### src/sv/khle_pkg.sv
// Package for the key heat map LED engine: sizes, codes, structs and the
// key-position-to-LED table. Depends on nothing; used by every module.
package khle_pkg;

	localparam int LED_COUNT = 60;
	localparam int LED_AW    = (LED_COUNT > 1) ? $clog2(LED_COUNT) : 1;
	localparam int LED_CW    = $clog2(LED_COUNT + 1);
	localparam int ROWS      = 8;
	localparam int COLS      = 6;
	localparam int PADDR_W   = 3;

	localparam logic       ACT_HIT    = 1'b0;
	localparam logic       ACT_FRAME  = 1'b1;
	localparam logic       REG_ENABLE = 1'b0;
	localparam logic       REG_LIMIT  = 1'b1;

	localparam logic [7:0] HIT_MIN    = 8'd5;
	localparam logic [7:0] HUE_COLD   = 8'd169;
	localparam logic [7:0] HEAT_T1    = 8'd75;
	localparam logic [7:0] HEAT_T2    = 8'd117;
	localparam logic [7:0] HEAT_T3    = 8'd159;
	localparam logic [7:0] HEAT_T4    = 8'd245;
	localparam logic [7:0] BRIGHT_HOT = 8'd150;

	typedef enum logic [1:0] {
		ST_IDLE,
		ST_KEY_RD,
		ST_KEY_WR,
		ST_SWEEP
	} seq_state_t;

	typedef enum logic {
		ALU_ADD,
		ALU_DEC
	} alu_op_t;

	typedef struct packed {
		logic       action;
		logic [2:0] key_row;
		logic [2:0] key_col;
		logic [7:0] amount;
	} in_item_t;

	typedef struct packed {
		logic [5:0] led_number;
		logic [7:0] hue;
		logic [7:0] brightness;
		logic       last_led;
	} out_item_t;

	typedef struct packed {
		logic              rd_en;
		logic [LED_AW-1:0] rd_addr;
		logic              wr_en;
		logic [LED_AW-1:0] wr_addr;
		logic [7:0]        wr_data;
	} heat_req_t;

	localparam logic [5:0] KEY_LED [ROWS][COLS] = '{
		'{6'd17, 6'd14, 6'd10, 6'd6,  6'd3,  6'd0 },
		'{6'd18, 6'd15, 6'd11, 6'd7,  6'd4,  6'd1 },
		'{6'd19, 6'd16, 6'd12, 6'd8,  6'd5,  6'd2 },
		'{6'd59, 6'd13, 6'd9,  6'd27, 6'd28, 6'd29},
		'{6'd40, 6'd43, 6'd47, 6'd50, 6'd53, 6'd56},
		'{6'd41, 6'd44, 6'd48, 6'd51, 6'd54, 6'd57},
		'{6'd42, 6'd45, 6'd49, 6'd52, 6'd55, 6'd58},
		'{6'd59, 6'd46, 6'd59, 6'd59, 6'd31, 6'd30}
	};

	function automatic logic [5:0] key_led(input logic [2:0] row, input logic [2:0] col);
		logic [2:0] c;
		c = (col < 3'(COLS)) ? col : 3'd0;
		return KEY_LED[row][c];
	endfunction

endpackage

### src/sv/khle_heat_store.sv
// Heat level memory with per-entry valid bits; an unwritten entry reads as zero.
// Depends on khle_pkg.
module khle_heat_store
	import khle_pkg::*;
(
	input  logic      clk,
	input  logic      arst_n,
	input  heat_req_t req,
	output logic [7:0] rd_level
);

	logic [7:0]           mem_q [LED_COUNT];
	logic [LED_COUNT-1:0] vld_q;
	logic [7:0]           rd_data_q;
	logic                 rd_vld_q;

	always_ff @(posedge clk) begin
		if (req.wr_en) begin
			mem_q[req.wr_addr] <= req.wr_data;
		end
		if (req.rd_en) begin
			rd_data_q <= mem_q[req.rd_addr];
		end
	end

	always_ff @(posedge clk or negedge arst_n) begin
		if (!arst_n) begin
			vld_q    <= '0;
			rd_vld_q <= 1'b0;
		end else begin
			if (req.wr_en) begin
				vld_q[req.wr_addr] <= 1'b1;
			end
			if (req.rd_en) begin
				rd_vld_q <= vld_q[req.rd_addr];
			end
		end
	end

	assign rd_level = rd_vld_q ? rd_data_q : 8'd0;

endmodule

### src/sv/khle_heat_alu.sv
// Shared saturating heat unit: add an amount, or decay by one.
// Depends on khle_pkg.
module khle_heat_alu
	import khle_pkg::*;
(
	input  alu_op_t    op,
	input  logic [7:0] level,
	input  logic [7:0] operand,
	output logic [7:0] result
);

	logic [8:0] sum;

	assign sum = {1'b0, level} + {1'b0, operand};

	always_comb begin
		unique case (op)
			ALU_ADD: result = sum[8] ? 8'd255 : sum[7:0];
			ALU_DEC: result = (level == 8'd0) ? 8'd0 : level - 8'd1;
			default: result = level;
		endcase
	end

endmodule

### src/sv/khle_colour_map.sv
// Heat-to-colour map: piecewise hue and capped brightness for one heat level.
// Depends on khle_pkg.
module khle_colour_map
	import khle_pkg::*;
(
	input  logic [7:0] heat,
	input  logic [7:0] limit,
	output logic [7:0] hue,
	output logic [7:0] brightness
);

	logic [9:0] steep;
	logic [7:0] gentle;
	logic [7:0] raw_bright;

	assign steep  = 10'd361 - {1'b0, heat, 1'b0};
	assign gentle = heat - HEAT_T3;

	always_comb begin
		priority if (heat < HEAT_T1) begin
			hue = HUE_COLD;
		end else if (heat < HEAT_T2) begin
			hue = 8'd244 - heat;
		end else if (heat < HEAT_T3) begin
			hue = steep[7:0];
		end else if (heat < HEAT_T4) begin
			hue = 8'd43 - {1'b0, gentle[7:1]};
		end else begin
			hue = 8'd0;
		end
	end

	assign raw_bright = (heat < HEAT_T1) ? {heat[6:0], 1'b0} : BRIGHT_HOT;
	assign brightness = (raw_bright > limit) ? limit : raw_bright;

endmodule

### src/sv/key_heatmap_led_engine.sv
// Top level of the key heat map LED engine: sequencer, configuration port and
// result register. Depends on khle_pkg, khle_heat_store, khle_heat_alu, khle_colour_map.
//
// channel   direction  handshake             payload
// in        request    in_valid / in_stall   in_data   (in_item_t)
// out       result     out_valid / out_stall out_data  (out_item_t)
// cfg       APB write  psel/penable/pwrite   paddr, pwdata, prdata
//
// Key hit above the threshold: the key, then each neighbour on its half of the matrix,
// is read from the heat memory and written back with the amount added, halved for a neighbour.
// A hit off the matrix or a disabled frame goes straight back to idle.
// Decay request or enabled frame: every LED is decayed, one LED a cycle through the
// memory read register unless out_stall holds it, which it does for a frame sweep only.
// Reset clears the memory valid bits at once, so all levels read as zero.
module key_heatmap_led_engine
	import khle_pkg::*;
(
	input  logic               clk,
	input  logic               arst_n,
	input  logic               in_valid,
	output logic               in_stall,
	input  in_item_t           in_data,
	output logic               out_valid,
	input  logic               out_stall,
	output out_item_t          out_data,
	input  logic               psel,
	input  logic               penable,
	input  logic               pwrite,
	input  logic [PADDR_W-1:0] paddr,
	input  logic [31:0]        pwdata,
	output logic [31:0]        prdata,
	output logic               pready
);

	seq_state_t        state_q, state_nxt;
	logic [2:0]        row_q, col_q, step_q;
	logic [7:0]        amt_q;
	logic              frame_q;
	logic [LED_CW-1:0] rd_idx_q;
	logic              sw_valid_s1;
	logic [LED_AW-1:0] sw_idx_s1;
	logic              enabled_q;
	logic [7:0]        limit_q;
	logic              out_valid_q;
	out_item_t         out_q;

	logic              accept, cfg_wr;
	logic [2:0]        tgt_row, tgt_col;
	logic [7:0]        tgt_amt;
	logic              tgt_ok, tgt_hit;
	logic [5:0]        tgt_led;
	logic              sink_ready, advance, sw_more, emit;
	heat_req_t         req;
	alu_op_t           alu_op;
	logic [7:0]        level, alu_res, hue, bright;

	assign accept = in_valid && !in_stall;
	assign cfg_wr = psel && penable && pwrite && pready;
	assign pready = 1'b1;

	always_ff @(posedge clk or negedge arst_n) begin
		if (!arst_n) begin
			enabled_q <= 1'b1;
			limit_q   <= 8'd255;
		end else if (cfg_wr) begin
			unique case (paddr[2])
				REG_ENABLE: enabled_q <= pwdata[0];
				REG_LIMIT:  limit_q   <= pwdata[7:0];
				default:    enabled_q <= enabled_q;
			endcase
		end
	end

	always_comb begin
		unique case (paddr[2])
			REG_ENABLE: prdata = {31'd0, enabled_q};
			REG_LIMIT:  prdata = {24'd0, limit_q};
			default:    prdata = 32'd0;
		endcase
	end

	always_comb begin
		tgt_row = row_q;
		tgt_col = col_q;
		tgt_amt = {1'b0, amt_q[7:1]};
		tgt_ok  = 1'b0;
		unique case (step_q)
			3'd0: begin
				tgt_amt = amt_q;
				tgt_ok  = 1'b1;
			end
			3'd1: begin
				tgt_row = row_q - 3'd1;
				tgt_ok  = (row_q != 3'd0) && (row_q != 3'd4);
			end
			3'd2: begin
				tgt_row = row_q + 3'd1;
				tgt_ok  = (row_q != 3'd3) && (row_q != 3'd7);
			end
			3'd3: begin
				tgt_col = col_q - 3'd1;
				tgt_ok  = (col_q != 3'd0);
			end
			3'd4: begin
				tgt_col = col_q + 3'd1;
				tgt_ok  = (col_q != 3'd5);
			end
			default: tgt_ok = 1'b0;
		endcase
	end

	assign tgt_led = key_led(tgt_row, tgt_col);
	assign tgt_hit = tgt_ok && ({1'b0, tgt_led} < 7'(LED_COUNT));

	assign sink_ready = !frame_q || !out_valid_q || !out_stall;
	assign advance    = !sw_valid_s1 || sink_ready;
	assign sw_more    = (rd_idx_q != LED_CW'(LED_COUNT));

	always_comb begin
		state_nxt = state_q;
		unique case (state_q)
			ST_IDLE: begin
				if (accept) begin
					if (in_data.action == ACT_FRAME) begin
						state_nxt = enabled_q ? ST_SWEEP : ST_IDLE;
					end else if (in_data.amount > HIT_MIN) begin
						state_nxt = (in_data.key_col < 3'(COLS)) ? ST_KEY_RD : ST_IDLE;
					end else begin
						state_nxt = ST_SWEEP;
					end
				end
			end
			ST_KEY_RD: begin
				if (tgt_hit) begin
					state_nxt = ST_KEY_WR;
				end else if (step_q == 3'd4) begin
					state_nxt = ST_IDLE;
				end
			end
			ST_KEY_WR: state_nxt = (step_q == 3'd4) ? ST_IDLE : ST_KEY_RD;
			ST_SWEEP:  state_nxt = (advance && !sw_more) ? ST_IDLE : ST_SWEEP;
			default:   state_nxt = ST_IDLE;
		endcase
	end

	always_comb begin
		req         = '0;
		alu_op      = ALU_DEC;
		emit        = 1'b0;
		in_stall    = 1'b1;
		req.wr_data = alu_res;
		unique case (state_q)
			ST_IDLE: in_stall = 1'b0;
			ST_KEY_RD: begin
				req.rd_en   = tgt_hit;
				req.rd_addr = tgt_led[LED_AW-1:0];
			end
			ST_KEY_WR: begin
				alu_op      = ALU_ADD;
				req.wr_en   = 1'b1;
				req.wr_addr = tgt_led[LED_AW-1:0];
			end
			ST_SWEEP: begin
				req.rd_en   = advance && sw_more;
				req.rd_addr = rd_idx_q[LED_AW-1:0];
				req.wr_en   = sw_valid_s1 && sink_ready;
				req.wr_addr = sw_idx_s1;
				emit        = sw_valid_s1 && sink_ready && frame_q;
			end
			default: in_stall = 1'b1;
		endcase
	end

	always_ff @(posedge clk or negedge arst_n) begin
		if (!arst_n) begin
			state_q     <= ST_IDLE;
			step_q      <= 3'd0;
			frame_q     <= 1'b0;
			rd_idx_q    <= '0;
			sw_valid_s1 <= 1'b0;
			out_valid_q <= 1'b0;
		end else begin
			state_q <= state_nxt;
			if (accept) begin
				step_q   <= 3'd0;
				frame_q  <= (in_data.action == ACT_FRAME);
				rd_idx_q <= '0;
			end else if (state_q == ST_KEY_WR
				|| (state_q == ST_KEY_RD && !tgt_hit)) begin
				step_q <= step_q + 3'd1;
			end
			if (state_q == ST_SWEEP && advance) begin
				sw_valid_s1 <= sw_more;
				if (sw_more) begin
					rd_idx_q <= rd_idx_q + LED_CW'(1);
				end
			end
			if (emit) begin
				out_valid_q <= 1'b1;
			end else if (!out_stall) begin
				out_valid_q <= 1'b0;
			end
		end
	end

	always_ff @(posedge clk) begin
		if (accept) begin
			row_q <= in_data.key_row;
			col_q <= in_data.key_col;
			amt_q <= in_data.amount;
		end
		if (state_q == ST_SWEEP && advance && sw_more) begin
			sw_idx_s1 <= rd_idx_q[LED_AW-1:0];
		end
		if (emit) begin
			out_q.led_number <= 6'(sw_idx_s1);
			out_q.hue        <= hue;
			out_q.brightness <= bright;
			out_q.last_led   <= (sw_idx_s1 == LED_AW'(LED_COUNT - 1));
		end
	end

	assign out_valid = out_valid_q;
	assign out_data  = out_q;

	khle_heat_store u_store (
		.clk      (clk),
		.arst_n   (arst_n),
		.req      (req),
		.rd_level (level)
	);

	khle_heat_alu u_alu (
		.op      (alu_op),
		.level   (level),
		.operand (tgt_amt),
		.result  (alu_res)
	);

	khle_colour_map u_colour (
		.heat       (level),
		.limit      (limit_q),
		.hue        (hue),
		.brightness (bright)
	);

endmodule

### config.mk
export PLATFORM = sky130hd
export DESIGN_NAME = key_heatmap_led_engine
export DESIGN_NICKNAME = d
export VERILOG_FILES = /design/src/sv/khle_pkg.sv /design/src/sv/khle_heat_store.sv /design/src/sv/khle_heat_alu.sv /design/src/sv/khle_colour_map.sv /design/src/sv/key_heatmap_led_engine.sv
export SDC_FILE = /design/constraint.sdc
export NUM_CORES = 1
export LEC_CHECK = 0
export ABC_AREA = 1
export BUFFER_PORTS_ARGS = -buffer_cell sky130_fd_sc_hd__buf_4
export CAP_MARGIN = 10
export CELL_PAD_IN_SITES_DETAIL_PLACEMENT = 1
export CELL_PAD_IN_SITES_GLOBAL_PLACEMENT = 1
export CORE_MARGIN = 8
export CORE_UTILIZATION = 53
export CTS_CLUSTER_DIAMETER = 30
export DETAILED_ROUTE_END_ITERATION = 12
export GPL_TIMING_DRIVEN = 0
export PLACE_DENSITY_LB_ADDON = 0.1
export RECOVER_POWER = 50
export REMOVE_ABC_BUFFERS = 1
export SLEW_MARGIN = 25
export SYNTH_ARGS = -nofsm -noshare
export SYNTH_HDL_FRONTEND = slang
export SYNTH_HIERARCHICAL = 1
export SYNTH_SLANG_ARGS = --single-unit
### constraint.sdc
create_clock -name clk -period 14.6 [get_ports clk]
set_clock_uncertainty 0.05 [all_clocks]
set_input_delay 0 -clock clk [delete_from_list [all_inputs] [get_ports clk]]
set_output_delay 0 -clock clk [all_outputs]
set_load 0.01 [all_outputs]
# Word-level counts from Yosys, hierarchy flattened
# Memory sizes are Yosys's and may differ from the RTL's. A register that Yosys moved wholly into a read port is not among the register bits.
# Index checks and enable logic that the tools add are counted.
[totals] memories=2 rom_bits=288 output_inout_bits=58 input_bits=57 ramBits=480 word_cells=147 ff_bits=127
[memory_table] memory="u_store.mem_q" words=60 width=8 rd=1 rd_ports_with_merged_regs=1 wr=1 line_no="khle_heat_store.sv:12" rtl="logic [7:0] mem_q [LED_COUNT];"
[memory_table] memory="(name not given)" words=8 width=36 rd=1 rd_ports_with_merged_regs=0 wr=0 line_no="khle_pkg.sv:73" rtl="return KEY_LED[row][c];"
[classes] add_sub_neg=12 n_bitwise=4 magnitude_cmp=14 mux=48 eq_ne=16 reduce_logical=33
[op_table] operator="2-to-1 mux 36 bit" count=2
[op_table] operator="2-to-1 mux 8 bit" count=9
[op_table] operator="one-hot mux 32 bit (2 select lines)" count=1
[op_table] operator="OR 60 bit" count=1
[op_table] operator="2-to-1 mux 6 bit" count=5
[op_table] operator="one-hot mux 7 bit (2 select lines)" count=2
[op_table] operator="binary-select mux 6 bit (select 3 bit)" count=1
[op_table] operator="less-than comparator 8 x 7 -> 1 bit (second input constant)" count=2
[op_table] operator="less-than comparator 8 bit (second input constant)" count=2
[op_table] operator="one-hot mux 8 bit (2 select lines)" count=1
[op_table] operator="logical AND 1 bit" count=14
[op_table] operator="less-than comparator 6 x 7 -> 1 bit (second input constant)" count=2
[op_table] operator="2-to-1 mux 2 bit" count=7
[op_table] operator="inequality test 3 bit (second input constant)" count=4
[op_table] operator="one-hot mux 3 bit (2 select lines)" count=2
[op_table] operator="2-to-1 mux 1 bit" count=11
[op_table] operator="adder 3 x 1 -> 3 bit (second input constant)" count=3
[op_table] operator="adder 8 x 8 -> 9 bit" count=1
[op_table] operator="2-to-1 mux 3 bit" count=3
[op_table] operator=">= comparator 4 bit (second input constant)" count=2
[op_table] operator="> comparator 8 x 3 -> 1 bit (second input constant)" count=1
[op_table] operator="> comparator 8 bit" count=1
[op_table] operator="logical NOT 8 bit" count=1
[op_table] operator="NOT 3 -> 4 bit" count=2
[op_table] operator="32 further kinds" count=47

# Logic depth before layout (Yosys ltp)
# Gate-level depths: netlist (run 1).
[depth] depth_word=16 ltp_mapped=33 ltp_nobuf=29

# Cells and area by module
# Netlist (run 1), hierarchy kept.
[modules_own_cells] module="khle_heat_store" area_each_um2=22569.1 seq_area_each_um2=16180.5 cells_each=1954 instances=1
[modules_own_cells] module="key_heatmap_led_engine" area_each_um2=3849.9 seq_area_each_um2=1878.1 cells_each=414 instances=1
[modules_own_cells] module="khle_colour_map" area_each_um2=945.9 seq_area_each_um2=0.0 cells_each=176 instances=1
[modules_own_cells] module="khle_heat_alu" area_each_um2=651.9 seq_area_each_um2=0.0 cells_each=122 instances=1

# Least setup slack after synthesis (run 1)
# No wires, ideal clock.
[synth_path] path_type="register to register" startpoint="reg step_q[0]" endpoint="mem u_store.mem_q[0][0], data pin" arrival_ns=4.498 required_time_ns=13.879 period_less_slack_ns=5.218 setup_time_ns=0.671 path_slack_ns=9.382 path_buffers=1 path_stages_with_launch=13 path_cell_list="dfrtp_1 inv_1 ha_1 nand2_1 clkbuf_1 mux2_2 ha_1 nand2_1 nand2_1 nand2_2 nor2_2 nor3_1 o21ai_0"
[synth_via] elab_chain_len=5
[synth_lines] element="from (decl)" line_no="key_heatmap_led_engine.sv:36" rtl="logic [2:0] row_q, col_q, step_q;"
[synth_lines] element="from (signal assigned)" line_no="key_heatmap_led_engine.sv:190" rtl="step_q <= step_q + 3'd1;"
[synth_lines] element="logical NOT 3 bit" line_no="key_heatmap_led_engine.sv:87" rtl="unique case (step_q)"
[synth_lines] element="2-to-1 mux 8 bit" line_no="key_heatmap_led_engine.sv:87"
[synth_lines] element="via tgt_amt[2]" line_no="key_heatmap_led_engine.sv:49" rtl="logic [7:0] tgt_amt;"
[synth_lines] element="adder 8 x 8 -> 9 bit" line_no="khle_heat_alu.sv:14" rtl="assign sum = {1'b0, level} + {1'b0, operand};"
[synth_lines] element="2-to-1 mux 8 bit" line_no="khle_heat_alu.sv:18" rtl="ALU_ADD: result = sum[8] ? 8'd255 : sum[7:0];"
[synth_lines] element="one-hot mux 8 bit (2 select lines)" line_no="khle_heat_alu.sv:17" rtl="unique case (op)"
[synth_lines] element="via alu_res[0]" line_no="key_heatmap_led_engine.sv:55" rtl="logic [7:0] level, alu_res, hue, bright;"
[synth_lines] element="to (decl)" line_no="khle_heat_store.sv:12"
# The timed path passes the listed nets, and every way through them passes these cells.

==> results of run 1 <==
## state kept, by name (all words and copies together) (netlist names), 2 cells and up
signal             cells
u_store/mem_q        480
u_store/vld_q         60
out_data              23
amt_q                  8
limit_q                8
u_store/rd_data_q      8
rd_idx_q               6
sw_idx_s1              6
col_q                  3
row_q                  3
step_q                 3
state_q                2
## stage by stage
stage / cell area (um2) / TNS, ns / instances / hold WS (ns) / setup slack (ns)
finish: 34200 / 0 / 3631 / 0.1434 / 7.792
global route: 34200 / 0 / 3631 / 0.1394 / 7.541
CTS: 34770 / 0 / 3629 / 0.07164 / 8.066
detailed placement: 29800 / 0 / 3332 / 0.07084 / 8.161
global placement: 28510 / -233.11 / 3287 / 0.1283 / -26.18
floorplan: 27180 / -49.58 / 2536 / -0.3456 / -5.567
## metal layers
| metal | GRT usage [%] | vias up |
|---|---|---|
| li1 | - | 9498 |
| met1 | 36.78 | 11350 |
| met2 | 55.61 | 1032 |
| met3 | 5.767 | 314 |
| met4 | 17.42 | 0 |
| met5 | 0 | - |
## final timing paths
kind / startpoint / cells after the start / slack [ns] / end
setup reg to reg: step_q[0]$_DFFE_PN0P_ / 28 / 7.79 / u_store/rd_data_q[1]$_DFFE_PP_
hold reg to reg: u_store/vld_q[38]$_DFFE_PN0P_ / 2 / 0.41 / u_store/vld_q[38]$_DFFE_PN0P_
min in group asynchronous: arst_n / 3 / 0.83 / limit_q[5]$_DFFE_PN1P_
hold / removal: in_data[14] / 4 / 0.14 / frame_q$_DFFE_PN0P_
max in group asynchronous: arst_n / 4 / 9.18 / u_store/vld_q[49]$_DFFE_PN0P_
setup / recovery: step_q[0]$_DFFE_PN0P_ / 28 / 7.79 / u_store/rd_data_q[1]$_DFFE_PP_
## repair_timing
| action | 4_1_cts | 5_1_grt |
|---|---|---|
| hold buffers | 54 | 0 |
| resized for setup | 0 | 0 |
| setup endpoints to repair | 0 | 0 |
| endpoints found under the hold margin | 126 | 0 |
## cell families (layout without fill, tap and decap cells)
group	count (synthesis)	after routing	synth area share, %
DFF	615	615	64.46
xor gates and xnor gates	15	15	0.4957
AOI/OAI and AO/OA	456	456	9.093
muxes	10	10	0.4019
other	2	27	0.02681
and+or+nand+nor	1161	1161	17.54
adders and majority gates	38	38	1.777
buffers and inverters	369	621	6.208
## final cells by class
| class | instances | area, um2 | area share, % |
|---|---|---|---|
| antenna | 2 | 5.005 | 0.01463 |
| multi-input combinational | 1705 | 8323 | 24.34 |
| tap | 688 | 860.8 | 2.517 |
| sequential | 615 | 18060 | 52.80 |
| clock inverter | 73 | 760.7 | 2.224 |
| timing repair buffer | 162 | 1724 | 5.041 |
| inverter | 216 | 827.0 | 2.418 |
| clock buffer | 170 | 3642 | 10.65 |
## placed cells by master (no fill, tap or decap), types with 9 or more instances in the layout
cell type        n
edfxtp_1       531
nand2_1        452
nor2_1         417
o21ai_0        267
nand3_1        205
inv_1          200
clkbuf_16      137
dfrtp_1         75
clkbuf_1        73
dlygate4sd3_1   53
o211ai_1        52
a21oi_1         44
o21ai_1         40
ha_1            35
buf_16          26
conb_1          25
or2_2           25
o22ai_1         24
clkinv_2        23
buf_4           21
clkinv_1        14
nor3_1          14
nand4_1         12
xor2_1          11
nand2_2         11
inv_6           11
bufinv_16       11
clkinvlp_4      11
mux2_2          10
clkbuf_8         9
## critical path: cells and delay by family (launching register included)
| kind | cells | cell delay [ns] |
|---|---|---|
| flops | 1 | 0.40 |
| fa+ha+maj | 2 | 0.77 |
| simple gates | 11 | 1.43 |
| buf+inv | 9 | 1.98 |
| compound gates | 6 | 1.88 |
==> results.sh, run 1 <==
export IMPL_status="finished with violations"
export IMPL_failed_checks="max-capacitance violations, max-slew violations"
export IMPL_fillerInstances=5366
export IMPL_synth_top_cell_area_share_pct=56.91
export IMPL_cp_max_fo=116
export IMPL_dieArea_mm2=0.06047
export IMPL_max_freq_ghz=0.1469
export IMPL_grt_pass1_vias=24300
export IMPL_slew_headroom_pct=-208.2
export IMPL_gp_congestion=0.8315
export IMPL_firstDrtPassIters=6
export IMPL_start_util_pct=53.42
export IMPL_crit_path_end_kind="flop"
export IMPL_vias=22200
export IMPL_synthTopCellsByArea="edfxtp_1 57%, dfrtp_1 6.7%, nand2_1 6.0%"
export IMPL_gr_total_overflow=0
export IMPL_crit_required_ns=15.11
export IMPL_grt_max_degree=117
export IMPL_crit_arrival_ns=7.32
export IMPL_fp_dieH_um=245.9
export IMPL_period_share_pct=46.63
export IMPL_clkTransAtPathRegs_ns=0.05
export IMPL_ys_flop_type="edfxtp_1"
export IMPL_hold_viol=0
export IMPL_num_rows=84
export IMPL_synth_edf_count=531
export IMPL_io_pins=115
export IMPL_slowest_delay_ns=0.65
export IMPL_route_detailed_wl_per_inst_um=26.55
export IMPL_yosysMostFrequentCell="edfxtp_1"
export IMPL_wl_met2_mm=49.70
export IMPL_clockBufferDepth=3
export IMPL_syn_area_per_cell_um2=10.51
export IMPL_root_buffer="clkbuf_16"
export IMPL_synth_cells=2666
export IMPL_rsz0062_at_grt="no"
export IMPL_met3WireLength_mm=5.859
export IMPL_clk_latency_ns=0.71
export IMPL_path_common_cell="nand2_1"
export IMPL_antenna_left=0
export IMPL_hold_path_class="in -> reg"
export IMPL_dieWidth_um=245.9
export IMPL_slew_viol_final=296
export IMPL_postSynth_asyncResetShare_pct=13.66
export IMPL_startpoint_type="flop"
export IMPL_ys_types=60
export IMPL_wl_met1_mm=35.83
export IMPL_area_growth_pct=22.08
export IMPL_period_needed_ns=6.808
export IMPL_cts_sinks=615
export IMPL_worst_slew_pin_slew_ns=4.623
export IMPL_drt_initial_drc_count=2073
export IMPL_coreArea_mm2=0.05245
export IMPL_netlist_area_mm2=0.02802
export IMPL_grt_first_pass_wirelength_mm=146.4
export IMPL_postCtsSetupBuffers=0
export IMPL_setup_viol=0
export IMPL_cts_made_buffers=132
export IMPL_antenna_found_initial=2
export IMPL_crit_slowest_cell="o21ai_0"
export IMPL_drc=0
export IMPL_drive_gt1_share_pct=12.14
export IMPL_final_nets=2927
export IMPL_ys_seq_elements=615
export IMPL_htreeDepth=4
export IMPL_io_buffers=63
export IMPL_worstSetupPathType="reg -> reg"
export IMPL_yosysTopAreaCell="edfxtp_1"
export IMPL_vias_per_cell=6.113
export IMPL_wirelength_mm=96.40
export IMPL_seq_area_frac_synth_pct=64.46
export IMPL_maxCapViolations=8
export IMPL_synth_warnings=6
export IMPL_track_usage_pct=31.81
export IMPL_dp_hpwl_mm=52.31
export IMPL_cts_tree="yes"
export IMPL_dr_max_layer_used="met4"
export IMPL_fin_util_pct=65.21
export IMPL_synthTopCellsByCount="531 x edfxtp_1, 449 x nand2_1, 417 x nor2_1, 260 x o21ai_0, 203 x nand3_1"
Power of run 1 is not shown: default switching activity piles up to over one toggle a cycle in this logic, so the estimate is an artifact.
==> run 2, diff against run 1 <==
--- a/config.mk
+++ b/config.mk
@@ -11,7 +11,7 @@
 export CELL_PAD_IN_SITES_DETAIL_PLACEMENT = 1
 export CELL_PAD_IN_SITES_GLOBAL_PLACEMENT = 1
 export CORE_MARGIN = 8
-export CORE_UTILIZATION = 53
+export CORE_UTILIZATION = 50
 export CTS_CLUSTER_DIAMETER = 30
 export DETAILED_ROUTE_END_ITERATION = 12
 export GPL_TIMING_DRIVEN = 0
==> constraint.sdc (replaced) <==
create_clock -name clk -period 6.5 [get_ports clk]
set_clock_uncertainty 0.05 [all_clocks]
set_input_delay 0 -clock clk [delete_from_list [all_inputs] [get_ports clk]]
set_output_delay 0 -clock clk [all_outputs]
set_load 0.01 [all_outputs]
==> run 2 against run 1 <==
Final cell count increased by 1.8%. First-iteration DRC count decreased by 17%. Hold slack got worse by 0.021 ns. Die area increased by 5.6%. Critical path type unchanged. Count of clock-buffer cells in the layout increased by 1. Critical path depth decreased by 7. The flow still finishes with violations (max-capacitance violations, max-slew violations). Fmax increased by 12%.
==> results.sh, run 2 (synthesis results as in run 1) <==
export IMPL_fin_util_pct=62.53
export IMPL_num_antenna_cells=0
export IMPL_top_register="u_store/mem_q"
export IMPL_io_buffers=63
export IMPL_firstDrtPassIters=5
export IMPL_crit_required_ns=6.99
export IMPL_dieWidth_um=252.7
export IMPL_gp_congestion=0.8148
export IMPL_hold_viol=0
export IMPL_maxCapViolations=6
export IMPL_final_nets=2933
export IMPL_start_util_pct=50.75
export IMPL_clkTransAtPathRegs_ns=0.05
export IMPL_failed_checks="max-capacitance violations, max-slew violations"
export IMPL_multiInputGateArea_mm2=0.008352
export IMPL_cts_made_buffers=131
export IMPL_worst_r2r_path_depth=21
export IMPL_fillerInstances=5677
export IMPL_antenna_found_initial=0
export IMPL_worstSetupPathType="reg -> reg"
export IMPL_fp_dieH_um=252.7
export IMPL_clockBufferDepth=3
export IMPL_rsz0062_at_grt="no"
export IMPL_grt_pass1_vias=23340
export IMPL_cts_tree="yes"
export IMPL_slew_viol_final=203
export IMPL_gr_total_overflow=0
export IMPL_htreeDepth=4
export IMPL_antenna_left=0
export IMPL_crit_arrival_ns=6.58
export IMPL_hold_depth=4
export IMPL_crit_path_end_kind="flop"
export IMPL_coreArea_mm2=0.05520
export IMPL_grt_first_pass_wirelength_mm=134.9
export IMPL_setup_viol=0
export IMPL_route_detailed_wl_per_inst_um=23.95
export IMPL_vias_per_cell=5.783
export IMPL_cp_max_fo=38
export IMPL_grt_max_degree=107
export IMPL_dp_hpwl_mm=51.56
export IMPL_wirelength_mm=88.50
export IMPL_dieArea_mm2=0.06386
export IMPL_slew_headroom_pct=-195.7
export IMPL_io_pins=115
export IMPL_drc=0
export IMPL_stdcell_count=3695
export IMPL_cts_sinks=615
export IMPL_fin_area_mm2=0.03452
export IMPL_root_buffer="clkbuf_16"
export IMPL_status="finished with violations"
export IMPL_regArea_mm2=0.01806
export IMPL_clk_latency_ns=0.72
export IMPL_finalSetupTns_ns=0
export IMPL_max_freq_ghz=0.1643
export IMPL_vias=21370
export IMPL_hold_path_class="in -> reg"
export IMPL_final_common_cell="edfxtp_1"
export IMPL_startpoint_type="flop"
export IMPL_worst_slew_pin_slew_ns=4.436
export IMPL_placed_cell_area_mm2=0.02982
export IMPL_dp_cells=3391
export IMPL_track_usage_pct=27.56
export IMPL_drt_initial_drc_count=1730
export IMPL_largest_reg_flops=480
export IMPL_period_needed_ns=6.088
export IMPL_period_share_pct=93.66
export IMPL_drive_gt1_share_pct=12.42
export IMPL_num_rows=86
export IMPL_area_growth_pct=23.20
export IMPL_final_cell_mix="531 x edfxtp_1, 452 x nand2_1, 417 x nor2_1"
==> run 2: critical path, stage by stage (launching register included) <==
cell      delay [ns]
dfrtp_1         0.41
inv_1           0.14
ha_1            0.24
nand2_1         0.17
nand2_1         0.23
xor2_1          0.50
inv_1           0.24
ha_1            0.30
nand3_1         0.13
nand2_1         0.07
nand3_1         0.09
nand3_1         0.10
nand2_1         0.19
a22o_1          0.66
inv_4           0.44
nor2_4          0.50
clkinv_1        0.52
a21oi_1         0.37
nor2_1          0.12
a21oi_1         0.16
nand2_1         0.08
nand2_1         0.15
==> run 2: final timing paths <==
path                                                  endpoint                          from  slack (ns)
worst min register to register    u_store/vld_q[5]$_DFFE_PN0P_  u_store/vld_q[5]$_DFFE_PN0P_        0.41
worst max-delay path            u_store/rd_data_q[0]$_DFFE_PP_         step_q[0]$_DFFE_PN0P_        0.41
max in group asynchronous        u_store/vld_q[16]$_DFFE_PN0P_                        arst_n        1.33
min in group asynchronous                enabled_q$_DFFE_PN1P_                        arst_n        0.76
worst max register to register  u_store/rd_data_q[0]$_DFFE_PP_         step_q[0]$_DFFE_PN0P_        0.41
worst min-delay path                    limit_q[0]$_DFFE_PN1P_                     pwdata[0]        0.12
==> run 2: layer usage <==
layer	vias to the layer above	track usage, %	routed length, um
li1	9504	-	-
met1	10890	33.16	35230
met2	731	47.38	44680
met3	247	5.099	4846
met4	0	13.64	3746
met5	-	0	0
==> run 2: repair_timing <==
| item | in CTS | in global routing |
|---|---|---|
| pin swaps | 1 | 2 |
| gates resized for setup | 2 | 3 |
| hold endpoints to repair | 133 | 0 |
| hold buffers | 58 | 0 |
| setup buffers | 0 | 1 |
| setup endpoints to repair | 9 | 9 |
| cloned | 1 | 2 |
==> run 2: through the flow <==
stage | hold slack (ns) | setup WS [ns]
5_1_grt | 0.1304 | 0.01147
2_1_floorplan | -0.3456 | -13.67
3_5_place_dp | 0.09516 | -0.3930
3_3_place_gp | 0.1284 | -34.91
6_report | 0.1223 | 0.4123
4_1_cts | 0.04736 | 0.02552
==> run 2: final cells by class <==
class                           instances  share of cell area (%)
Tap cell                              748                   2.711
Clock inverter                         71                   2.806
Clock buffer                          171                   10.44
Multi-Input combinational cell       1706                   24.20
Timing Repair Buffer                  168                   5.115
Inverter                              216                   2.418
Sequential cell                       615                   52.32
Power of run 2 is left out for the same reason.
